**src/rtl/core/fer_div.sv**
```systemverilog
`timescale 1ns / 1ps
// Pipelined truncating division of a 128-bit value by a small constant.
module fer_div #(
   parameter int DIVISOR = 3,
   parameter int SIDE_W = 8
) (
   input  logic clock,
   input  logic reset,
   input  logic en,
   input  logic in_valid,
   input  logic [127:0] num,
   input  logic [SIDE_W-1:0] in_side,
   output logic out_valid,
   output logic [127:0] quot,
   output logic [SIDE_W-1:0] out_side
);
   localparam int STEP = 8;
   localparam int NST = 128 / STEP;
   localparam int RW = $clog2(DIVISOR);
   localparam int RSH = 20;
   localparam logic [RSH-1:0] RECIP = RSH'((2**RSH + DIVISOR - 1) / DIVISOR);

   logic [127:0] w_in [NST];
   logic [127:0] w_ff [NST];
   logic [RW-1:0] rem_in [NST];
   logic [RW-1:0] rem_ff [NST];
   logic [NST-1:0] v_ff;
   logic [SIDE_W-1:0] side_ff [NST];

   // divide one byte at a time: the remainder stays below the divisor, so the
   // quotient digit comes from a multiply by the scaled reciprocal
   function automatic logic [RW+127:0] div_steps(input logic [127:0] w,
                                                  input logic [RW-1:0] rem,
                                                  input int base);
      logic [127:0] wv;
      logic [6:0] pos;
      logic [RW+7:0] cur;
      logic [RW+RSH+7:0] prod;
      logic [7:0] qd;
      logic [RW+7:0] back;
      wv = w;
      pos = 7'(base);
      cur = {rem, w[pos -: STEP]};
      prod = (RW+RSH+8)'(cur) * (RW+RSH+8)'(RECIP);
      qd = prod[RSH+7:RSH];
      back = cur - (RW+8)'(qd) * (RW+8)'(DIVISOR);
      wv[pos -: STEP] = qd;
      return {back[RW-1:0], wv};
   endfunction

   always_comb begin
      {rem_in[0], w_in[0]} = div_steps(num, '0, 127);
      for (int s = 1; s < NST; s++) begin
         {rem_in[s], w_in[s]} = div_steps(w_ff[s-1], rem_ff[s-1], 127 - STEP * s);
      end
   end

   always_ff @(posedge clock) begin
      if (en) begin
         w_ff <= w_in;
         rem_ff <= rem_in;
         side_ff[0] <= in_side;
         for (int s = 1; s < NST; s++) side_ff[s] <= side_ff[s-1];
      end
   end

   always_ff @(posedge clock) begin
      if (reset) begin
         v_ff <= '0;
      end else if (en) begin
         v_ff <= {v_ff[NST-2:0], in_valid};
      end
   end

   assign out_valid = v_ff[NST-1];
   assign quot = w_ff[NST-1];
   assign out_side = side_ff[NST-1];

endmodule

```
**config.mk**
```make
export PLATFORM = sky130hd
export DESIGN_NAME = fer_div
export DESIGN_NICKNAME = d
export VERILOG_FILES = /design/src/rtl/core/fer_div.sv
export SDC_FILE = /design/constraint.sdc
export NUM_CORES = 2
export LEC_CHECK = 0
export BUFFER_PORTS_ARGS = -buffer_cell sky130_fd_sc_hd__buf_2
export CAP_MARGIN = 20
export CORE_AREA = 2 2 427 429
export CTS_CLUSTER_DIAMETER = 50
export CTS_CLUSTER_SIZE = 24
export DETAILED_ROUTE_END_ITERATION = 16
export DIE_AREA = 0 0 429 431
export GPL_TIMING_DRIVEN = 0
export MAX_ROUTING_LAYER = met4
export PLACE_DENSITY = 0.77
export SYNTH_ARGS = -nofsm -noshare
export SYNTH_HDL_FRONTEND = slang
export SYNTH_SLANG_ARGS = --single-unit
```
**constraint.sdc**
```tcl
create_clock -name clock -period 11.6 [get_ports clock]
set_input_delay 2.32 -clock clock [delete_from_list [all_inputs] [get_ports clock]]
set_output_delay 2.32 -clock clock [all_outputs]
set_load 0.1 [all_outputs]
```
# Yosys cells after proc, flatten, opt, wreduce, memory -nomap -nowiden
# Memories as Yosys holds them, arrays and structs flattened.
# Index checks and enable logic that the tools add are counted.
# totals
regBits,2078
latch_bits,0
mem_bits_rw,128
romBits,0
inputBits,140
output_inout_bits,137
elab_cells,81
mem_count,1
# classes
add_sub_neg,15
mul,31
div,0
order_cmp,0
n_eq_ne,0
n_shift,0
mux,2
bitwise,0
reduce_logical,0
# memory_table
memory,words,word_bits,read_ports,rd_clocked_by_memory_dff,wr,line_no,rtl
side_ff,16,8,16,0,16,28,logic [SIDE_W-1:0] side_ff [NST];
# ops
operator,n
$mul A10 B18 Y27 const B,15
$mul A8 B2 Y2 const B,14
$sub A2 B2 Y2,15
$mul A8 B18 Y26 const B,1
$mul A7 B2 Y2 const B,1
$mux W1,2

# Depth between registers and ports, before layout
# logic_depth
word_depth,3
mapped_depth,24
depth_no_buf,24

# Worst setup path before layout
# OpenSTA, ideal clock, no wires.
# synth_path
kind,input port to flip-flop
startpoint,in num[122]
endpoint,reg rem_ff[31] (netlist bit) (data pin)
setup_time_ps,262
t_arrival_ps,6117
t_required_ps,11338
path_slack_ps,5222
stages,18
n_path_buf,0
path_cell_list,ha_1 inv_1 fa_1 inv_1 fa_1 inv_1 fa_1 inv_1 ha_1 a21o_1 a21o_1 a221o_1 a21o_1 xor2_1 ha_1 xor2_1 xnor2_1 xnor2_1
# synth_rtl
item,line_no,rtl
from (decl),11,"input logic [127:0] num,"
to (signal assigned),61,rem_ff <= rem_in;
to (decl),26,logic [RW-1:0] rem_ff [NST];

==> results.txt <==
The run finished with clean final reports. Total half-perimeter wirelength after legalization and detailed placement: 93600 µm. The average vias per placed instance was 4.99. The clock-pin slew on the worst setup and hold paths was 0.08 ns; the number of buffers inserted for hold repair after clock tree synthesis was 0. Counting the buffers created by CTS gives 168. For this run, the number of Yosys warnings is 0. The cell area after placement was 0.104 mm². The cell chosen for the clock root is sky130_fd_sc_hd__clkbuf_16. The startpoint of the most critical setup path is num[124].

The iteration count of the initial detailed-routing pass was 7. STA puts the critical path data required time at 12.15 ns. Walking the worst path, the cells encountered are buf_2 > ha_1 > inv_1 > fa_1 > inv_1 > fa_1 > inv_1 > fa_1 > inv_1 > ha_1 > a21o_1 > a21o_1 > a221o_1 > a21o_1 > xor2_1 > ha_1 > xor2_1 > xnor2_1 > xnor2_1. The shortest clock period the worst path allows after layout works out to 6.07 ns. TritonCTS built the clock tree. The register bit total from synthesis was 2206. The net count of the finished layout is 7724. From synthesis to final layout, the design area changed by 11.2%. The tool flagged a number of max-cap violations equal to 0. The tools report the total congestion overflow as 0. Critical register-to-register path endpoint: rem_ff[7]. The logs give 156 for the number of core rows and 5630 for the gate count of the mapped netlist. The worst hold path begins at w_ff[1977].

In this run the tightest slew margin relative to its limit is 33.2%. Once the clock tree was built, the setup fixing pass inserted 0 buffers. Among the stages of the critical path, the cell type that occurs most often is sky130_fd_sc_hd__inv_1. Averaged over all synthesized cells, the footprint is 17.6 µm². Depth of the worst register-to-register path: 22. Initial antenna violation count: 4. Final non-filler cell area: 0.110 mm².

The launching element type of the critical path was an input pin. The tools report the number of filler instances in the final layout as 12720. Across all register-to-register paths, the minimum setup slack is 5.63 ns. The count of nets left with antenna violations after detail routing came out at 0. The slowest stage of the critical path is the sky130_fd_sc_hd__fa_1 cell.

The tools report the startpoint of the worst-slack reg-to-reg timing path as w_ff[542]. Summing over every cut layer, the via total after detailed routing is 42881. After detailed routing, the number of remaining DRC violations is 0.

In this run the worst path has a maximum fanout of 3. Synthesis instantiated 73 different standard cells from the library. The tools report the global router's overall resource usage as 15.5%. For the pin with the worst max-slew slack, the measured transition is 1.00 ns.

For this block, the initial DRC count from the detailed router was 2183. The cell family contributing the most delay on the critical path is adder cells. The critical path depth in cells is 19, and the worst-case clock skew is 0.0509 ns. Routability-driven placement finished with a final weighted congestion of 0.832. 277 I/O pins were placed. The first global-routing pass estimated 224000 µm of wire. The final max-slew violation count is 0, and the area inside the core boundary is 0.180 mm².

In this run the number of H-tree levels came out at 4. In the finished design, the share of the clock period the worst path needs comes to 52.3%. The number of input and output port buffers inserted came out at 274. The cell area that synthesis handed to floorplanning was 0.0988 mm². The effective utilization at floorplan came out at 54.9%. STA classifies the critical path endpoint as a flip-flop. The run gives 6.62 ns as the endpoint arrival time on the critical path.

Detail-routed net length per standard cell: 15.6 µm. Of the cells placed in the final design, the portion with a size suffix greater than 1 is 11.8%. Width of the chip: 429 µm. The critical path ends at rem_ff[31].

The worst setup path is of the in -> reg kind. Entering global routing, the biggest net connects 190 pins. The share of flip-flops with an asynchronous set or reset was 0%; the total detailed-routing wirelength was 134000 µm. Summing the sequential cell areas from Yosys gives 66.9% of the chip area.

In this run, synthesis inferred 2190 flip-flops with an integrated enable. Based on the critical path, the design can be clocked at up to 0.165 GHz. The number of gates resized after CTS was 0.

The number of nets handed over by synthesis was 7268. The setup TNS was 0 ns; the number of setup violations in the final report was 0. The run gives 0 as the final number of hold-violating endpoints. Counting every sink on the clock net gives 2206. The buffers plus inverters on the worst setup path is 5, and the worst-skew pair later-pin latency is 0.83 ns. Path category of the worst min-delay check: reg -> reg. The die covers 0.185 mm². Setup repair after global routing left no endpoint under its margin.

No sink is reached through more buffers than the 3 on the longest clock path. The most used flip-flop cell after synthesis is sky130_fd_sc_hd__edfxtp_1. The highest cell delay on the worst timing path is 0.56 ns. The number of global-route vias before repair was 45400; the height of the chip was 431 µm.
worst register-to-register path, stage by stage (launching register included):
cell                       delay, ns
sky130_fd_sc_hd__edfxtp_1       0.52
sky130_fd_sc_hd__ha_1           0.36
sky130_fd_sc_hd__inv_1          0.08
sky130_fd_sc_hd__fa_1           0.56
sky130_fd_sc_hd__inv_1          0.09
sky130_fd_sc_hd__fa_1           0.46
sky130_fd_sc_hd__fa_1           0.52
sky130_fd_sc_hd__inv_1          0.05
sky130_fd_sc_hd__fa_1           0.47
sky130_fd_sc_hd__inv_1          0.04
sky130_fd_sc_hd__ha_1           0.27
sky130_fd_sc_hd__and4_1         0.21
sky130_fd_sc_hd__a221oi_1       0.37
sky130_fd_sc_hd__nand3_1        0.13
sky130_fd_sc_hd__a21o_1         0.19
sky130_fd_sc_hd__a21oi_1        0.19
sky130_fd_sc_hd__xnor2_1        0.23
sky130_fd_sc_hd__ha_1           0.32
sky130_fd_sc_hd__ha_1           0.19
sky130_fd_sc_hd__nor2_1         0.13
sky130_fd_sc_hd__xnor2_1        0.14
sky130_fd_sc_hd__xnor2_1        0.15
sky130_fd_sc_hd__xnor2_1        0.10
sequential cells by signal (all words and copies together), names as in the netlist:
name / cells
rem_ff: 30
side_ff: 128
v_ff: 16
w_ff: 1905
quot: 127
through the flow:
step | std cells | hold WS (ns) | util (%) | setup WS, ns
2_1_floorplan | 5630 | 0.400 | - | 5.22
3_3_place_gp | 8274 | 0.400 | 57.3 | -25.05
3_5_place_dp | 8286 | 0.405 | 57.5 | 4.67
4_1_cts | 8596 | 0.381 | 61.0 | 5.55
5_1_grt | 8597 | 0.393 | 61.0 | 5.26
6_report | 8597 | 0.385 | 61.0 | 5.53
worst min-delay path by stage:
stage / end / slack [ns] / cells past startpoint
2_1_floorplan: quot[100] / 0.40 / 0
6_report: w_ff[1849] / 0.38 / 0
3_5_place_dp: quot[101] / 0.40 / 0
3_3_place_gp: w_ff[504] / 0.40 / 0
5_1_grt: w_ff[1113] / 0.39 / 0
4_1_cts: w_ff[1849] / 0.38 / 0
placed cells by master (no fill, tap or decap), drive strengths merged, types with 12 or more instances in the layout:
cell       n
fa       482
a211oi    17
buf      424
o211ai    14
nand2     44
and2      12
mux2i     17
nand3     42
nor3      38
xnor2    130
or3       12
dfxtp     16
o21a      21
inv      925
clkbuf   184
a21o      68
xor2      60
nor2     109
nand4     16
edfxtp  2190
o21ai     50
and3      17
clkinv    50
ha      1016
a31oi     15
a21oi     92
synthesized netlist by cell type, drive strengths merged, types with 9 or more instances:
| library cell | count | area [µm²] |
|---|---|---|
| a31oi | 15 | 93.8 |
| mux2i | 17 | 170 |
| dfxtp | 16 | 320 |
| and2 | 12 | 75.1 |
| a21o | 68 | 510 |
| o21ai | 50 | 250 |
| nand4 | 16 | 100 |
| nor2 | 109 | 409 |
| ha | 1016 | 12700 |
| fa | 482 | 9650 |
| and3 | 17 | 106 |
| a211oi | 17 | 128 |
| xor2 | 60 | 526 |
| a21oi | 92 | 460 |
| inv | 866 | 3250 |
| xnor2 | 130 | 1140 |
| edfxtp | 2190 | 65800 |
| buf | 138 | 1030 |
| nand2 | 44 | 165 |
| nor3 | 38 | 190 |
| o21a | 21 | 158 |
| o211ai | 14 | 105 |
| a221oi | 9 | 85.1 |
| or3 | 12 | 75.1 |
| nor2b | 10 | 62.6 |
| nand3 | 42 | 210 |
| o21bai | 10 | 75.1 |
routing by layer:
layer	routed length (µm)	part of all wire [%]	vias up	track usage [%]
met1	55600	41	21114	18.5
li1	-	-	21067	-
met4	3590	2.7	0	4.91
met2	71200	53	464	26.9
met3	3950	2.9	236	2.47
met5	0	0	-	-
area by class of cell:
cell class | instances | area [µm²] | area share (%)
sequential | 2206 | 66100 | 60.1
multi-input combinational | 2418 | 28500 | 25.9
clock buffer | 182 | 4310 | 3.92
inverter | 866 | 3250 | 2.96
tap | 2370 | 2970 | 2.70
clock inverter | 128 | 2040 | 1.86
timing repair buffer | 286 | 1720 | 1.56
buffer | 140 | 1040 | 0.943
antenna | 1 | 2.50 | 0.00228
cell families after synthesis:
logic type	after synthesis	synth area share, %
simple gates	352	1.81
other cells	1	0.00379
flops	2206	66.9
buf+inv	1006	4.34
compound gates	359	2.49
xor+xnor	191	1.71
mux	17	0.172
fa+ha+maj	1498	22.6
Power is not shown: default switching activity piles up to over one toggle a cycle in this logic, so the estimate is an artifact.
