### src/rtl/core/fer_pkg.sv
`timescale 1ns / 1ps
// Shared types and constants of the correctly rounded binary32 exponential.
package fer_pkg;

   localparam int FIX_W = 128;
   typedef logic [FIX_W-1:0] fix_type;

   // 1.0 and ln2 with 120 fraction bits
   localparam fix_type FIX_ONE = {64'h0100_0000_0000_0000, 64'h0};
   localparam fix_type LN2_FIX = {64'h00B1_7217_F7D1_CF79, 64'hABC9_E3B3_9803_F2F7};
   localparam logic [30:0] INV_LN2_Q30 = 31'd1549082005;

   localparam int SQUARINGS = 16;
   localparam int POLY_TOP = 6;
   localparam int POLY_TERMS = 5;
   localparam int MUL_LAT = 5;

   localparam logic [31:0] EXP_INF = 32'h7F80_0000;
   localparam logic [31:0] EXP_ONE = 32'h3F80_0000;
   localparam logic [31:0] QUIET_BIT = 32'h0040_0000;
   localparam logic [30:0] NAN_LIM = 31'h7F80_0000;
   localparam logic [30:0] OVF_LIM = 31'h42B2_0000;
   localparam logic [30:0] UNF_LIM = 31'h42D0_0000;
   localparam logic [30:0] TINY_LIM = 31'h3280_0000;
   localparam logic [7:0] EXP_ALIGN = 8'd94;

   localparam logic signed [9:0] K_MIN_NORM = -10'sd126;
   localparam logic signed [9:0] DROP_OFS = -10'sd29;
   localparam logic [7:0] DROP_MAX = 8'd121;

   typedef struct packed {
      logic signed [9:0] k;
      logic spec;
      logic [31:0] spec_val;
   } tail_type;

   typedef struct packed {
      fix_type val;
      tail_type tail;
   } carry_type;

endpackage

### src/rtl/core/fer_reduce.sv
`timescale 1ns / 1ps
// Argument decode, special cases and reduction x = k*ln2 + r.
module fer_reduce (
   input  logic clock,
   input  logic reset,
   input  logic en,
   input  logic in_valid,
   input  logic [31:0] x_bits,
   output logic out_valid,
   output fer_pkg::fix_type s,
   output fer_pkg::tail_type tail
);
   logic [6:0] v_ff;
   logic [31:0] x1_ff;
   logic [30:0] ax;
   logic neg1;
   logic spec_in;
   logic [31:0] specv_in;
   logic [5:0] sh;
   logic [63:0] xf_in;
   logic [63:0] xf2_ff, xf3_ff, xf4_ff;
   logic neg2_ff, neg3_ff, neg4_ff, neg5_ff, neg6_ff;
   logic [5:1] spec_ff;
   logic [31:0] specv2_ff, specv3_ff, specv4_ff, specv5_ff, specv6_ff;
   logic [58:0] kprod;
   logic [8:0] kk_in, kk3_ff, kk4_ff, kk5_ff, kk6_ff;
   fer_pkg::fix_type lp_in, lp4_ff, xfull, r_in, r5_ff, r5_in, r6_ff, r6_in;
   logic [8:0] kk5_in, kk6_in;
   logic signed [9:0] k_in;
   fer_pkg::fix_type s7_ff;
   fer_pkg::tail_type tail7_ff;

   always_comb begin
      ax = x1_ff[30:0];
      neg1 = x1_ff[31];
      spec_in = 1'b1;
      specv_in = '0;
      if (ax > fer_pkg::NAN_LIM) begin
         specv_in = x1_ff | fer_pkg::QUIET_BIT;
      end else if (!neg1 && ax > fer_pkg::OVF_LIM) begin
         specv_in = fer_pkg::EXP_INF;
      end else if (neg1 && ax > fer_pkg::UNF_LIM) begin
         specv_in = '0;
      end else if (ax < fer_pkg::TINY_LIM) begin
         specv_in = fer_pkg::EXP_ONE;
      end else begin
         spec_in = 1'b0;
      end
      sh = 6'(ax[30:23] - fer_pkg::EXP_ALIGN);
      xf_in = 64'({1'b1, ax[22:0]}) << sh;

      kprod = 59'(xf2_ff[63:36]) * 59'(fer_pkg::INV_LN2_Q30);
      kk_in = kprod[58:50] + 9'(neg2_ff);

      lp_in = fer_pkg::LN2_FIX * fer_pkg::fix_type'(kk3_ff);

      xfull = {xf4_ff, 64'h0};
      r_in = neg4_ff ? lp4_ff - xfull : xfull - lp4_ff;

      r5_in = r5_ff;
      kk5_in = kk5_ff;
      if (r5_ff[127]) begin
         r5_in = r5_ff + fer_pkg::LN2_FIX;
         kk5_in = neg5_ff ? kk5_ff + 9'd1 : kk5_ff - 9'd1;
      end

      r6_in = r6_ff;
      kk6_in = kk6_ff;
      if (!(r6_ff < fer_pkg::LN2_FIX)) begin
         r6_in = r6_ff - fer_pkg::LN2_FIX;
         kk6_in = neg6_ff ? kk6_ff - 9'd1 : kk6_ff + 9'd1;
      end
      k_in = neg6_ff ? -$signed(10'(kk6_in)) : $signed(10'(kk6_in));
   end

   always_ff @(posedge clock) begin
      if (en) begin
         x1_ff <= x_bits;
         xf2_ff <= xf_in;  neg2_ff <= neg1;    specv2_ff <= specv_in;
         xf3_ff <= xf2_ff; neg3_ff <= neg2_ff; specv3_ff <= specv2_ff; kk3_ff <= kk_in;
         xf4_ff <= xf3_ff; neg4_ff <= neg3_ff; specv4_ff <= specv3_ff; kk4_ff <= kk3_ff;
         lp4_ff <= lp_in;
         r5_ff <= r_in; neg5_ff <= neg4_ff; specv5_ff <= specv4_ff; kk5_ff <= kk4_ff;
         r6_ff <= r5_in; neg6_ff <= neg5_ff; specv6_ff <= specv5_ff; kk6_ff <= kk5_in;
         s7_ff <= r6_in >> 16;
         tail7_ff.k <= k_in;
         tail7_ff.spec <= spec_ff[5];
         tail7_ff.spec_val <= specv6_ff;
         spec_ff <= {spec_ff[4:1], spec_in};
      end
   end

   always_ff @(posedge clock) begin
      if (reset) begin
         v_ff <= '0;
      end else if (en) begin
         v_ff <= {v_ff[5:0], in_valid};
      end
   end

   assign out_valid = v_ff[6];
   assign s = s7_ff;
   assign tail = tail7_ff;

endmodule

### config.mk
export PLATFORM = sky130hd
export DESIGN_NAME = fer_reduce
export DESIGN_NICKNAME = d
export VERILOG_FILES = /design/src/rtl/core/fer_pkg.sv /design/src/rtl/core/fer_reduce.sv
export SDC_FILE = /design/constraint.sdc
export NUM_CORES = 2
export LEC_CHECK = 0
export ABC_AREA = 1
export BUFFER_PORTS_ARGS = -buffer_cell sky130_fd_sc_hd__buf_4
export CORE_ASPECT_RATIO = 1.75
export CORE_MARGIN = 2
export CORE_UTILIZATION = 65
export CTS_CLUSTER_SIZE = 25
export DETAILED_ROUTE_END_ITERATION = 8
export GPL_TIMING_DRIVEN = 0
export PLACE_DENSITY = 0.82
export RECOVER_POWER = 25
export SKIP_CTS_REPAIR_TIMING = 1
export SLEW_MARGIN = 20
export SYNTH_ARGS = -nofsm -noshare
export SYNTH_HDL_FRONTEND = slang
export SYNTH_SLANG_ARGS = --single-unit
### constraint.sdc
create_clock -name clock -period 8.68 [get_ports clock]
set_input_delay 0.868 -clock clock [delete_from_list [all_inputs] [get_ports clock]]
set_output_delay 0.868 -clock clock [all_outputs]
set_load 0.01 [all_outputs]
==> run_results.csv, run 1 <==
group,metric,value,unit
status,status,"aborted with a tool error",
global_route,gr-usage-all-layers,0.779,
clock_tree,clkSinkCount,973,
synthesis,synth-edff-count,966,
synthesis,netlist_top_cells_count,"inv_1 (2249), nand2_1 (2141), nor2_1 (1504)",
synthesis,postSynthRegisterBits,973,
clock_tree,cell_chosen_for_the_clock_root,"clkbuf_16",
status,stop_stage,"5_1_grt",
global_route,grt_max_degree,170,
placed_design,post-dp-hpwl,338,mm
floorplan,width_of_the_die,288,um
placed_design,port_buffers,191,
synthesis,yosys.cell_types.count,64,
synthesis,synthesis.area_per_instance,7.95,sq um
clock_tree,cts-htree-levels,3,
synthesis,postSynth.asyncResetShare,0,
synthesis,synth.yosys.seq_area_share,0.318,
placed_design,routabilityCongestion,1.30,
placed_design,placement.setup.worst_slack,204,ps
clock_tree,cts_buffer_depth,3,
synthesis,synth_top_area_frac,0.317,
floorplan,floorplan.io_pins,208,
floorplan,dieHeight,501,um
floorplan,num_rows,182,
clock_tree,cts_made_buffers,86,
synthesis,yosys.area.top_type,"edfxtp_1",
synthesis,ys_dominant_reg_cell,"edfxtp_1",
synthesis,syn_inst,11500,
synthesis,yosysMostFrequentCell,"inv_1",
floorplan,initial_util,0.653,
status,toolErrorMsg,"[ERROR GRT-0116] Global routing finished with congestion. Check the congestion regions in the DRC Viewer.",
global_route,grt_pass1_vias,106000,
global_route,grt_pass1_wl,833,mm
global_route,grt_overflow_total,1726,
synthesis,synth_top_cells_by_area,"edfxtp_1 (32%), fa_1 (13%), ha_1 (9.5%)",
synthesis,syn_area,91600,sq um
synthesis,yosys_warn_count,0,
-- stage by stage --
step / cells / area (sq um)
after detailed placement: 13600 / 95700
after global placement: 13600 / 95400
after CTS: 13700 / 98600
after floorplan: 11500 / 91700
-- layer usage --
layer / GRT overflow / global-route usage
met1: 16 / 0.751
met2: 1134 / 0.973
met3: 22 / 0.605
met4: 552 / 0.827
met5: 2 / 0.232
-- cell families after synthesis --
| group | share of synthesized area |
|---|---|
| muxes | 0.00186 |
| buffers and inverters | 0.101 |
| adders and majority gates | 0.223 |
| other | 0.0000409 |
| xor gates and xnor gates | 0.0425 |
| DFF | 0.318 |
| AOI/OAI and AO/OA | 0.111 |
| and+or+nand+nor | 0.203 |
==> run 2: changes to the inputs <==
- CORE_ASPECT_RATIO: 1.75 -> not set
- CORE_UTILIZATION: 65 -> 40
- CTS_CLUSTER_SIZE: 25 -> not set
- PLACE_DENSITY: 0.82 -> not set
- PLACE_DENSITY_LB_ADDON: not set -> 0.15
==> run 2 against run 1 <==
  * The flow now finishes, with violations (capacitance limit, slew limit)
  * Area after synthesis did not move
  * Synthesized cell count did not move
==> run_results.csv, run 2 <==
group,metric,value,unit
status,status,"finished, violations left",
status,violations_in_the_final_reports,"capacitance limit, slew limit",
global_route,antenna_found_initial,29,
floorplan,num_rows,175,
global_route,gr-usage-all-layers,0.372,
global_route,grt_overflow_total,0,
sta,slew_viol_final,361,
sta,setup_viol,0,
routing,drt_wl_total,439,mm
layout,post_route_cells_drive_above_1_share,0.0445,
synthesis,synth_top_area_frac,0.317,
placed_design,port_buffers,191,
layout,final_area,101000,sq um
sta,final_hold_viol_count,0,
synthesis,synthesis.area_per_instance,7.95,sq um
global_route,globalRouteMet1Util,0.401,
layout,layout.cells.most_common,"inv_1",
clock_tree,clkSinkCount,973,
synthesis,syn_area,91600,sq um
sta,grt_setup_unrepaired,"false",
synthesis,synth-edff-count,966,
synthesis,postSynthRegisterBits,973,
layout,reg.largest.list,"lp4_ff x127, r5_ff x127, r6_ff x127",
critical_path,critical_path.endpoint_type,"register",
sta,period_share,0.986,
synthesis,yosys_warn_count,0,
global_route,grt_use_met2,0.630,
synthesis,synth.yosys.seq_area_share,0.318,
floorplan,floorplan.io_pins,208,
routing,routed_wire_length_per_instance,29.3,um
floorplan,width_of_the_die,483,um
synthesis,yosys.area.top_type,"edfxtp_1",
global_route,grt_max_degree,169,
layout,filler_cell_count,23100,
synthesis,yosys.cell_types.count,64,
global_route,gr-max-usage-layer,"met2",
floorplan,dieHeight,483,um
synthesis,synth_top_cells_by_area,"edfxtp_1 (32%), fa_1 (13%), ha_1 (9.5%)",
layout,synthToLayoutAreaGrowth,9.86,%
critical_path,critPathLaunchType,"register",
floorplan,design.die.area,233000,sq um
clock_tree,cts_made_buffers,103,
routing,routed-via-count,81800,
placed_design,post-dp-hpwl,384,mm
sta,skew,90.1,ps
floorplan,core,227000,sq um
sta,fmax,117,MHz
synthesis,ys_dominant_reg_cell,"edfxtp_1",
clock_tree,worstSkewPairLatency,780,ps
sta,fin_crit,8560,ps
critical_path,cp.required,9100,ps
global_route,grt_pass1_wl,604,mm
clock_tree,cts_tree,"done",
global_route,grt_util_met3,0.0728,
sta,final_sum_of_negative_setup_slack,0,ps
floorplan,initial_util,0.403,
clock_tree,cell_chosen_for_the_clock_root,"clkbuf_16",
placed_design,routabilityCongestion,1.17,
sta,tightest_slew,3760,ps
flow_run,cap_violations,3,
critical_path,data_arrival_time_of_the_critical_path,8970,ps
routing,detail_route.iter0.violations,7376,
routing,drt-vias-per-instance,5.47,
routing,first_pass_iters,6,
layout,postLayoutCoreUtil,0.443,
clock_tree,cts_buffer_depth,3,
critical_path,reg2reg_slack,120,ps
sta,worst_rel_slew_slack,-1.51,
placed_design,placement.cell_area,97200,sq um
critical_path,timing.critical_path.fanout_max,13,
synthesis,yosysMostFrequentCell,"inv_1",
routing,remaining_drc_errors,0,
hold_path,min_path_type,"in -> reg",
layout,finalNetCount,13200,
layout,layout.cells.most_common_list,"inv_1 (2249), nand2_1 (2141), nor2_1 (1504)",
clock_tree,cts-htree-levels,3,
synthesis,postSynth.asyncResetShare,0,
routing,antenna_violating_nets_post_route,0,
global_route,grt_pass1_vias,81900,
clock_tree,cts.reportedPaths.clkPinSlew,60,ps
sta,final.hold.worst_slack,303,ps
synthesis,netlist_top_cells_count,"inv_1 (2249), nand2_1 (2141), nor2_1 (1504)",
critical_path,criticalPathCategory,"reg -> reg",
synthesis,syn_inst,11500,
[run 2: cell counts after synthesis]
Identical to the previous run, type by type.
[run 2: logic make-up (layout without fill, tap and decap cells)]
group | after synthesis | count (layout) | share of synthesized area
compound gates | 1836 | 1836 | 0.111
other cells | 1 | 38 | 0.0000409
mux | 17 | 17 | 0.00186
xor+xnor | 445 | 445 | 0.0425
flops | 973 | 973 | 0.318
buf+inv | 2439 | 2837 | 0.101
fa+ha+maj | 1283 | 1283 | 0.223
simple gates | 4527 | 4527 | 0.203
[run 2: worst paths after layout]
kind | endpoint | depth (start not counted) | start
worst max-delay path | lp4_ff[78] | 17 | kk3_ff[4]
worst min-delay path | x1_ff[8] | 1 | x_bits[8]
worst min register to register | xf4_ff[47] | 0 | xf3_ff[47]
worst max register to register | lp4_ff[78] | 17 | kk3_ff[4]
[run 2: per-layer routing]
metal	wire (um)	up-vias
li1	-	37800
met1	159000	39700
met2	208000	3265
met3	26700	1025
met4	44500	30
met5	1040	-
[run 2: final cells by class]
cell class / count / area, sq um / area share
diodes: 22 / 55.1 / 0.000547
plain buffers: 145 / 674 / 0.00670
clock buffers: 127 / 2820 / 0.0281
clock inverters: 64 / 669 / 0.00665
inverters: 2294 / 8610 / 0.0855
multi-input cells: 8124 / 53300 / 0.529
flip-flops and latches: 973 / 29100 / 0.290
well taps: 3009 / 3760 / 0.0374
repair buffers: 207 / 1620 / 0.0161
[run 2: worst max-delay path: stages, from the launching register on]
cell	delay, ps
edfxtp_1	890
fa_1	1520
inv_1	370
fa_1	600
inv_1	320
fa_1	490
fa_1	410
ha_1	420
a21oi_1	360
a21boi_0	690
o211ai_1	530
nand2_1	160
nand2_1	150
nand2_1	120
nand2_1	220
nand2_1	120
nand2_1	60
xor2_1	750
[run 2: through the flow]
stage | setup slack [ps] | cells
floorplan | 2330 | 11500
global placement | -1480 | 14700
detailed placement | 383 | 14800
CTS | 424 | 14900
global route | 326 | 14900
finish | 124 | 15000
Power of run 2 is left out: the tool's default activity adds up to more than one toggle a clock period on the data nets, which glitch-free logic cannot reach.
