**src/rtl/core/fer_pkg.sv**
```systemverilog
`timescale 1ns / 1ps
// Shared types and constants of the correctly rounded binary32 exponential.
package fer_pkg;

   localparam int FIX_W = 128;
   typedef logic [FIX_W-1:0] fix_type;

   // 1.0 and ln2 with 120 fraction bits
   localparam fix_type FIX_ONE = {64'h0100_0000_0000_0000, 64'h0};
   localparam fix_type LN2_FIX = {64'h00B1_7217_F7D1_CF79, 64'hABC9_E3B3_9803_F2F7};
   localparam logic [30:0] INV_LN2_Q30 = 31'd1549082005;

   localparam int SQUARINGS = 16;
   localparam int POLY_TOP = 6;
   localparam int POLY_TERMS = 5;
   localparam int MUL_LAT = 5;

   localparam logic [31:0] EXP_INF = 32'h7F80_0000;
   localparam logic [31:0] EXP_ONE = 32'h3F80_0000;
   localparam logic [31:0] QUIET_BIT = 32'h0040_0000;
   localparam logic [30:0] NAN_LIM = 31'h7F80_0000;
   localparam logic [30:0] OVF_LIM = 31'h42B2_0000;
   localparam logic [30:0] UNF_LIM = 31'h42D0_0000;
   localparam logic [30:0] TINY_LIM = 31'h3280_0000;
   localparam logic [7:0] EXP_ALIGN = 8'd94;

   localparam logic signed [9:0] K_MIN_NORM = -10'sd126;
   localparam logic signed [9:0] DROP_OFS = -10'sd29;
   localparam logic [7:0] DROP_MAX = 8'd121;

   typedef struct packed {
      logic signed [9:0] k;
      logic spec;
      logic [31:0] spec_val;
   } tail_type;

   typedef struct packed {
      fix_type val;
      tail_type tail;
   } carry_type;

endpackage

```
**src/rtl/core/fer_round.sv**
```systemverilog
`timescale 1ns / 1ps
// Normalize, round to nearest even and pack the binary32 result.
module fer_round (
   input  logic clock,
   input  logic reset,
   input  logic en,
   input  logic in_valid,
   input  fer_pkg::fix_type e,
   input  fer_pkg::tail_type tail,
   output logic out_valid,
   output logic [31:0] y_bits
);
   logic [2:0] v_ff;
   fer_pkg::fix_type m_raw, m_in, m1_ff, shq, shr, mask;
   logic signed [9:0] k_in, k1_ff, k2_ff, drop_s;
   fer_pkg::tail_type t1_ff, t2_ff;
   logic [7:0] drop;
   logic [25:0] q2_ff;
   logic rb2_ff, st2_ff, zero2_ff;
   logic [33:0] qr;
   logic [31:0] y_in, y_ff;

   always_comb begin
      m_raw = fer_pkg::FIX_ONE + e;
      m_in = m_raw;
      k_in = tail.k;
      if (|m_raw[127:121]) begin
         m_in = m_raw >> 1;
         k_in = tail.k + 10'sd1;
      end

      drop_s = (k1_ff < fer_pkg::K_MIN_NORM) ? fer_pkg::DROP_OFS - k1_ff : 10'sd97;
      drop = 8'(drop_s);
      shq = m1_ff >> drop;
      shr = m1_ff >> (drop - 8'd1);
      mask = (fer_pkg::fix_type'(1) << (drop - 8'd1)) - fer_pkg::fix_type'(1);

      qr = 34'(q2_ff) + 34'(rb2_ff && (st2_ff || q2_ff[0]));
      if (!(k2_ff < fer_pkg::K_MIN_NORM)) begin
         qr = qr + (34'($unsigned(10'(k2_ff + 10'sd126))) << 23);
      end
      if (t2_ff.spec) begin
         y_in = t2_ff.spec_val;
      end else if (zero2_ff) begin
         y_in = '0;
      end else if (qr >= 34'(fer_pkg::EXP_INF)) begin
         y_in = fer_pkg::EXP_INF;
      end else begin
         y_in = qr[31:0];
      end
   end

   always_ff @(posedge clock) begin
      if (en) begin
         m1_ff <= m_in;
         k1_ff <= k_in;
         t1_ff <= tail;
         q2_ff <= shq[25:0];
         rb2_ff <= shr[0];
         st2_ff <= |(m1_ff & mask);
         zero2_ff <= drop > fer_pkg::DROP_MAX;
         k2_ff <= k1_ff;
         t2_ff <= t1_ff;
         y_ff <= y_in;
      end
   end

   always_ff @(posedge clock) begin
      if (reset) begin
         v_ff <= '0;
      end else if (en) begin
         v_ff <= {v_ff[1:0], in_valid};
      end
   end

   assign out_valid = v_ff[2];
   assign y_bits = y_ff;

endmodule

```
**config.mk**
```make
export PLATFORM = sky130hd
export DESIGN_NAME = fer_round
export DESIGN_NICKNAME = d
export VERILOG_FILES = /design/src/rtl/core/fer_pkg.sv /design/src/rtl/core/fer_round.sv
export SDC_FILE = /design/constraint.sdc
export NUM_CORES = 1
export LEC_CHECK = 0
export ABC_AREA = 1
export ABC_CLOCK_PERIOD_IN_PS = 5450
export BUFFER_PORTS_ARGS = -buffer_cell sky130_fd_sc_hd__buf_2
export CAP_MARGIN = 20
export CELL_PAD_IN_SITES_DETAIL_PLACEMENT = 0
export CELL_PAD_IN_SITES_GLOBAL_PLACEMENT = 2
export CORE_UTILIZATION = 34
export CTS_CLUSTER_DIAMETER = 60
export DETAILED_ROUTE_END_ITERATION = 10
export HOLD_SLACK_MARGIN = 0.05
export PLACE_DENSITY_LB_ADDON = 0.1
export SYNTH_ARGS = -nofsm -noshare
export SYNTH_HDL_FRONTEND = slang
export SYNTH_SLANG_ARGS = --single-unit
```
**constraint.sdc**
```tcl
create_clock -name clock -period 5.45 [get_ports clock]
set_input_delay 0.545 -clock clock [delete_from_list [all_inputs] [get_ports clock]]
set_output_delay 0.545 -clock clock [all_outputs]
set_load 0.1 [all_outputs]
```
After elaboration in Yosys (flattened, before gate mapping)
Index checks and enable logic that the tools add are counted.
{"block": "word_totals", "reg_bits": 278, "latchBits": 0, "mem_bits_rw": 0, "romBits": 0, "elab_cells": 41, "n_memories": 0}
{"block": "op_classes", "n_addsub": 8, "multipliers": 0, "div_mod_pow": 0, "magnitude_cmp": 4, "n_eq_ne": 0, "shift": 3, "n_mux": 7, "bitwise": 1, "n_reduce_logical": 4}
{"op": "adder 121 x 128 -> 128 bit, first input constant", "n": 1}
{"op": "AND 128 bit", "n": 1}
{"op": "OR reduction 128 bit", "n": 1}
{"op": "left shift 1 x 8 -> 128 bit, first input constant", "n": 1}
{"op": ">> shifter 128 x 8 -> 1 bit", "n": 1}
{"op": ">> shifter 128 x 8 -> 26 bit", "n": 1}
{"op": "subtractor 128 x 1 -> 128 bit, second input constant", "n": 1}
{"op": "2-to-1 mux 127 bit", "n": 1}
{"op": "2-to-1 mux 32 bit", "n": 3}
{"op": "adder 27 x 33 -> 34 bit", "n": 1}
{"op": ">= comparator 34 x 31 -> 1 bit, second input constant", "n": 1}
{"op": "2-to-1 mux 34 bit", "n": 1}
{"op": "adder 26 x 1 -> 27 bit", "n": 1}
{"op": "< comparator 10 x 8 -> 1 bit, second input constant", "n": 2}
{"op": "adder 10 x 2 -> 10 bit, second input constant", "n": 1}
{"op": "adder 10 x 8 -> 10 bit, second input constant", "n": 1}
{"op": "2-to-1 mux 10 bit", "n": 1}
{"op": "> comparator 8 x 7 -> 1 bit, second input constant", "n": 1}
{"op": "2-to-1 mux 8 bit", "n": 1}
{"op": "subtractor 6 x 8 -> 8 bit, first input constant", "n": 1}
{"op": "subtractor 8 x 1 -> 8 bit, second input constant", "n": 1}
{"op": "OR reduction 7 bit", "n": 1}
{"op": "logical AND 1 bit", "n": 1}
{"op": "logical OR 1 bit", "n": 1}

Depth between registers and ports, before layout
{"block": "depth", "depth_word": 9, "depth_mapped": 39, "mapped_depth_nobuf": 39}

Worst setup path after synthesis
Ideal clock, no wire load.
{"block": "synth_timing", "path_kind": "reg2reg", "start": "register q2_ff[0]", "end": "register y_ff[10], in the netlist y_bits[10], data pin", "setup_time_ps": 264, "arrival_ps": 4403, "t_required_ps": 5186, "slack_ps": 783, "path_stages_with_launch": 39, "cell_sequence": "edfxtp_1 -> o21a_1 -> ha_1 -> ha_1 -> nand3_1 -> nor2_1 -> nand2_1 -> nor2_1 -> nand2_1 -> nor2_1 -> nand2_1 -> nor2_1 -> nand2_1 -> nor2_1 -> nand2_1 -> nor2_1 -> nand2_1 -> nor2_1 -> [3 not listed] -> nor3_1 -> ha_1 -> a21oi_1 -> inv_1 -> a31oi_1 -> nor2_1 -> nand2_1 -> inv_1 -> nand2_1 -> nor2_1 -> inv_1 -> nand2_1 -> nor3b_1 -> nor2_1 -> nand4_1 -> nand2_1 -> clkbuf_1 -> o21ai_0"}
{"block": "synth_between", "elab_chain_cells": 9}
{"item": "from (decl)", "line_no": "fer_round.sv:18", "source": "logic [25:0] q2_ff;"}
{"item": "from (signal assigned)", "line_no": "fer_round.sv:58", "source": "q2_ff <= shq[25:0];"}
{"item": "logical OR 1 bit", "line_no": "fer_round.sv:38", "source": "qr = 34'(q2_ff) + 34'(rb2_ff && (st2_ff || q2_ff[0]));"}
{"item": "logical AND 1 bit", "line_no": "fer_round.sv:38"}
{"item": "adder 26 x 1 -> 27 bit *", "line_no": "fer_round.sv:38"}
{"item": "adder 27 x 33 -> 34 bit", "line_no": "fer_round.sv:40", "source": "qr = qr + (34'($unsigned(10'(k2_ff + 10'sd126))) << 23);"}
{"item": "2-to-1 mux 34 bit *", "line_no": "fer_round.sv:39", "source": "if (!(k2_ff < fer_pkg::K_MIN_NORM)) begin"}
{"item": ">= comparator 34 x 31 -> 1 bit", "line_no": "fer_round.sv:46", "source": "end else if (qr >= 34'(fer_pkg::EXP_INF)) begin"}
{"item": "2-to-1 mux 32 bit *", "line_no": "fer_round.sv:46"}
{"item": "2-to-1 mux 32 bit *", "line_no": "fer_round.sv:44", "source": "end else if (zero2_ff) begin"}
{"item": "2-to-1 mux 32 bit *", "line_no": "fer_round.sv:42", "source": "if (t2_ff.spec) begin"}
{"item": "via y_in[10]", "line_no": "fer_round.sv:21", "source": "logic [31:0] y_in, y_ff;"}
{"item": "to (signal assigned)", "line_no": "fer_round.sv:64", "source": "y_ff <= y_in;"}
{"item": "to (decl)", "line_no": "fer_round.sv:21"}
Mark *: on every way through the listed nets, which the timed path passes. The rest lies on a longest branch.
A chain may end at the register's enable or synchronous reset.

Worst setup path in the final report
{"block": "layout_timing", "start": "register k1_ff[3]", "end": "register st2_ff, data pin"}
{"block": "layout_between", "elab_chain_cells": 7, "elab_cells_between_ends": 8}
{"item": "from (decl)", "line_no": "fer_round.sv:15", "source": "logic signed [9:0] k_in, k1_ff, k2_ff, drop_s;"}
{"item": "from (signal assigned)", "line_no": "fer_round.sv:56", "source": "k1_ff <= k_in;"}
{"item": "subtractor 6 x 8 -> 8 bit / < comparator 10 x 8 -> 1 bit (equally long branches)", "line_no": "fer_round.sv:32", "source": "drop_s = (k1_ff < fer_pkg::K_MIN_NORM) ? fer_pkg::DROP_OFS - k1_ff : 10'sd97;"}
{"item": "2-to-1 mux 8 bit *", "line_no": "fer_round.sv:32"}
{"item": "subtractor 8 x 1 -> 8 bit *", "line_no": "fer_round.sv:36", "source": "mask = (fer_pkg::fix_type'(1) << (drop - 8'd1)) - fer_pkg::fix_type'(1);"}
{"item": "left shift 1 x 8 -> 128 bit *", "line_no": "fer_round.sv:36"}
{"item": "subtractor 128 x 1 -> 128 bit *", "line_no": "fer_round.sv:36"}
{"item": "AND 128 bit *", "line_no": "fer_round.sv:60", "source": "st2_ff <= |(m1_ff & mask);"}
{"item": "OR reduction 128 bit *", "line_no": "fer_round.sv:60"}
{"item": "to (signal assigned)", "line_no": "fer_round.sv:60"}
{"item": "to (decl)", "line_no": "fer_round.sv:19", "source": "logic rb2_ff, st2_ff, zero2_ff;"}
Every way passes the cells marked *; elsewhere a longest branch is shown, timed or not.

==> run metrics <==
Rows between 100 and 150; Util after Layout 0.4073; grt total ovfl 0; met3 Track Usage GR 0.04984; unrepaired setup endpoints after global routing true; relative slew slack 0.3585; Worst EP required approximately 5.7 ns; worst slew pin tran between 0.9 and 1 ns; slowest stage cell, crit path nor2_1; die width roughly 290 microns; vias in the first global route about 30000; Slew Limit Fails 0; mapped cell area between 0.02 and 0.03 sq mm; outcome finished clean; Clk Latency, worst-skew pair around 0.57 ns; global-route wire length before repair 219.0 mm; Sum Neg Setup Slack 0 ns; syn nets 4700; CTS Buf Count 34; M2 GR Usage 0.5733; gpl congestion between 1 and 1.5; DP Worst Slack -0.2233 ns; type of origin of the critical path flop; Cell variety after synth 66; Tot GR Track Use 0.3733; Die ar. a little over 0.08 sq mm; pwr/cell area 284.8 mW/mm^2; period utilization 0.9759; Clock Path Buffers 3; CTS sink count approximately 280; post-route minimum period between 5 and 6 ns; Final nets 5026; via count 33057; Setup CP Type reg2reg; Synth Warn # 0; wire length per cell approximately 27 microns; CP Capture Type flop; Area Growth Syn to Fin 18.74%; type of the worst min-delay path in2reg; crit-path max FO 10; root buffer cell clkbuf_16; vias per cell around 5.6; top_reg_cell synth edfxtp_1; Seq cells post-synth 278; hpwl dp between 100 and 150 mm; Pwr Total around 0.0093 W; worst vdd ir between 0.15 and 0.2 mV; Starting Density 0.3430; io pins around 210; endpoints failing hold 0; Final Skew roughly 0.032 ns; EDFF count, synth roughly 280; CP max stage delay 0.53 ns; core area ~0.080 sq mm; initial antenna violation count 3; htree depth 2; sequential area share after synthesis 0.3015; Synth Instances around 4500; Avg Inst Size Synth 6.115 sq um; worst-case reg-to-reg path depth 28; final worst-path setup slack 0.1311 ns; layout cell share with drive strength beyond 1 0.1553; post-route antenna net violation count 0; gr busiest metal met2; Final Setup Violations 0; PortBufs 207; fmax ~190 MHz; FF-to-FF setup slack about 0.13 ns; Critical Path AT about 5.6 ns; largest net degree at the start of global routing between 100 and 150; hold path depth 1; commonest cells after routing, fill and taps aside nand2_1, nor2_1, o21ai_0; met1 GRT Util 0.4976; most common cell after layout, fill and taps aside nand2_1; max cap viols 0; CP dominant cell by count nor2_1; P_leak between 15 and 20 nW; fill cell count between 8000 and 9000; clk slew on worst S/H paths 0.06 ns; DRC 0; Die Ht around 290 microns; Iteration-0 DRC Markers approximately 4100; CTS tree done; ys async rst share 0; DR pass1 iterations 8; drt total wl about 160 mm
metrics by stage:
step,area [sq um],hold WS (ns),std cells
5_1_grt,32750,0.1312,5921
4_1_cts,32440,0.1315,5912
6_report,32760,0.1521,5922
3_3_place_gp,31360,0.4011,5852
3_5_place_dp,31360,0.4052,5852
2_1_floorplan,27590,0.4003,4511
worst max-delay path, delay by kind of cell, from the launching register on:
| kind | cells | cell delay, ns |
|---|---|---|
| and+or+nand+nor | 22 | 3.87 |
| buffers and inverters | 4 | 0.51 |
| adders and majority gates | 1 | 0.18 |
| AOI/OAI and AO/OA | 1 | 0.08 |
| DFF | 1 | 0.40 |
timing repair:
| item | in CTS | in global routing |
|---|---|---|
| buffers inserted | 1 | 6 |
| gates cloned | 0 | 2 |
| pin swaps | 1 | 29 |
| gates resized for setup | 4 | 54 |
| endpoints found under the setup margin | 29 | 31 |
| hold buffers | 0 | 0 |
kinds of logic after synthesis:
group	share of synthesized area
xor+xnor	0.007620
other cells	0.0001359
buf+inv	0.09026
compound gates	0.1476
fa+ha+maj	0.006622
flops	0.3015
mux	0.02585
simple gates	0.4204
flip-flops by register name, summed over array words and instances (netlist names):
signal / flops
m1_ff: 128
t1_ff: 33
t2_ff: 33
y_bits: 32
q2_ff: 26
k1_ff: 10
k2_ff: 10
v_ff: 3
rb2_ff: 1
st2_ff: 1
zero2_ff: 1
synthesized netlist by cell type, types with 7 or more instances:
library cell,instances,area [sq um]
xnor2_1,11,96.34
a221oi_1,8,70.07
buf_4,9,67.56
xor2_1,13,113.9
o211ai_1,32,240.2
a31oi_1,29,181.4
nand4_1,64,400.4
o21ai_0,432,2162
a32o_1,7,70.07
buf_1,42,157.7
buf_6,8,90.09
o21ai_1,19,95.09
a21oi_1,112,560.5
edfxtp_1,275,8258
nand3_1,403,2017
nand3_2,8,80.08
nor2_2,34,212.7
nor3_1,26,130.1
a211oi_1,11,82.58
clkbuf_1,129,484.2
o22ai_1,17,106.4
nand2_1,1483,5567
buf_2,25,125.1
o221ai_1,13,113.9
o21bai_1,7,52.55
inv_1,381,1430
mux2i_1,69,690.7
ha_1,13,162.7
nor2_1,653,2451
inv_2,31,116.4
nor2_4,7,78.83
or2_2,47,294.0
nand3b_1,11,82.58
nand2_2,12,75.07
where the power goes:
group,switching (W),internal [W]
clock,0.000959,0.00121
sequential,0.000284,0.00261
combinational,0.00303,0.00124
total,0.00427,0.00506
layer usage:
metal / up-vias / part of all wire
met5: - / 0
met4: 0 / 0.073
met3: 321 / 0.081
met2: 1711 / 0.43
met1: 15479 / 0.42
li1: 15546 / -
layout make-up:
type	count	area, sq um	share of cell area
Sequential cell	278	8318	0.2539
Clock buffer	35	854.6	0.02609
Inverter	417	1570	0.04794
Timing Repair Buffer	503	3445	0.1052
Antenna cell	2	5.005	0.0001528
Clock inverter	24	193.9	0.005921
Tap cell	1060	1326	0.04049
Multi-Input combinational cell	3603	17040	0.5203
worst paths after layout:
path,from,end
worst max-delay path,k1_ff[3]$_DFFE_PP_,st2_ff$_DFFE_PP_
worst min-delay path,tail[30],t1_ff[30]$_DFFE_PP_
worst max register to register,k1_ff[3]$_DFFE_PP_,st2_ff$_DFFE_PP_
worst min register to register,t1_ff[5]$_DFFE_PP_,t2_ff[5]$_DFFE_PP_
Note: power is estimated with default switching activity, not from simulation.
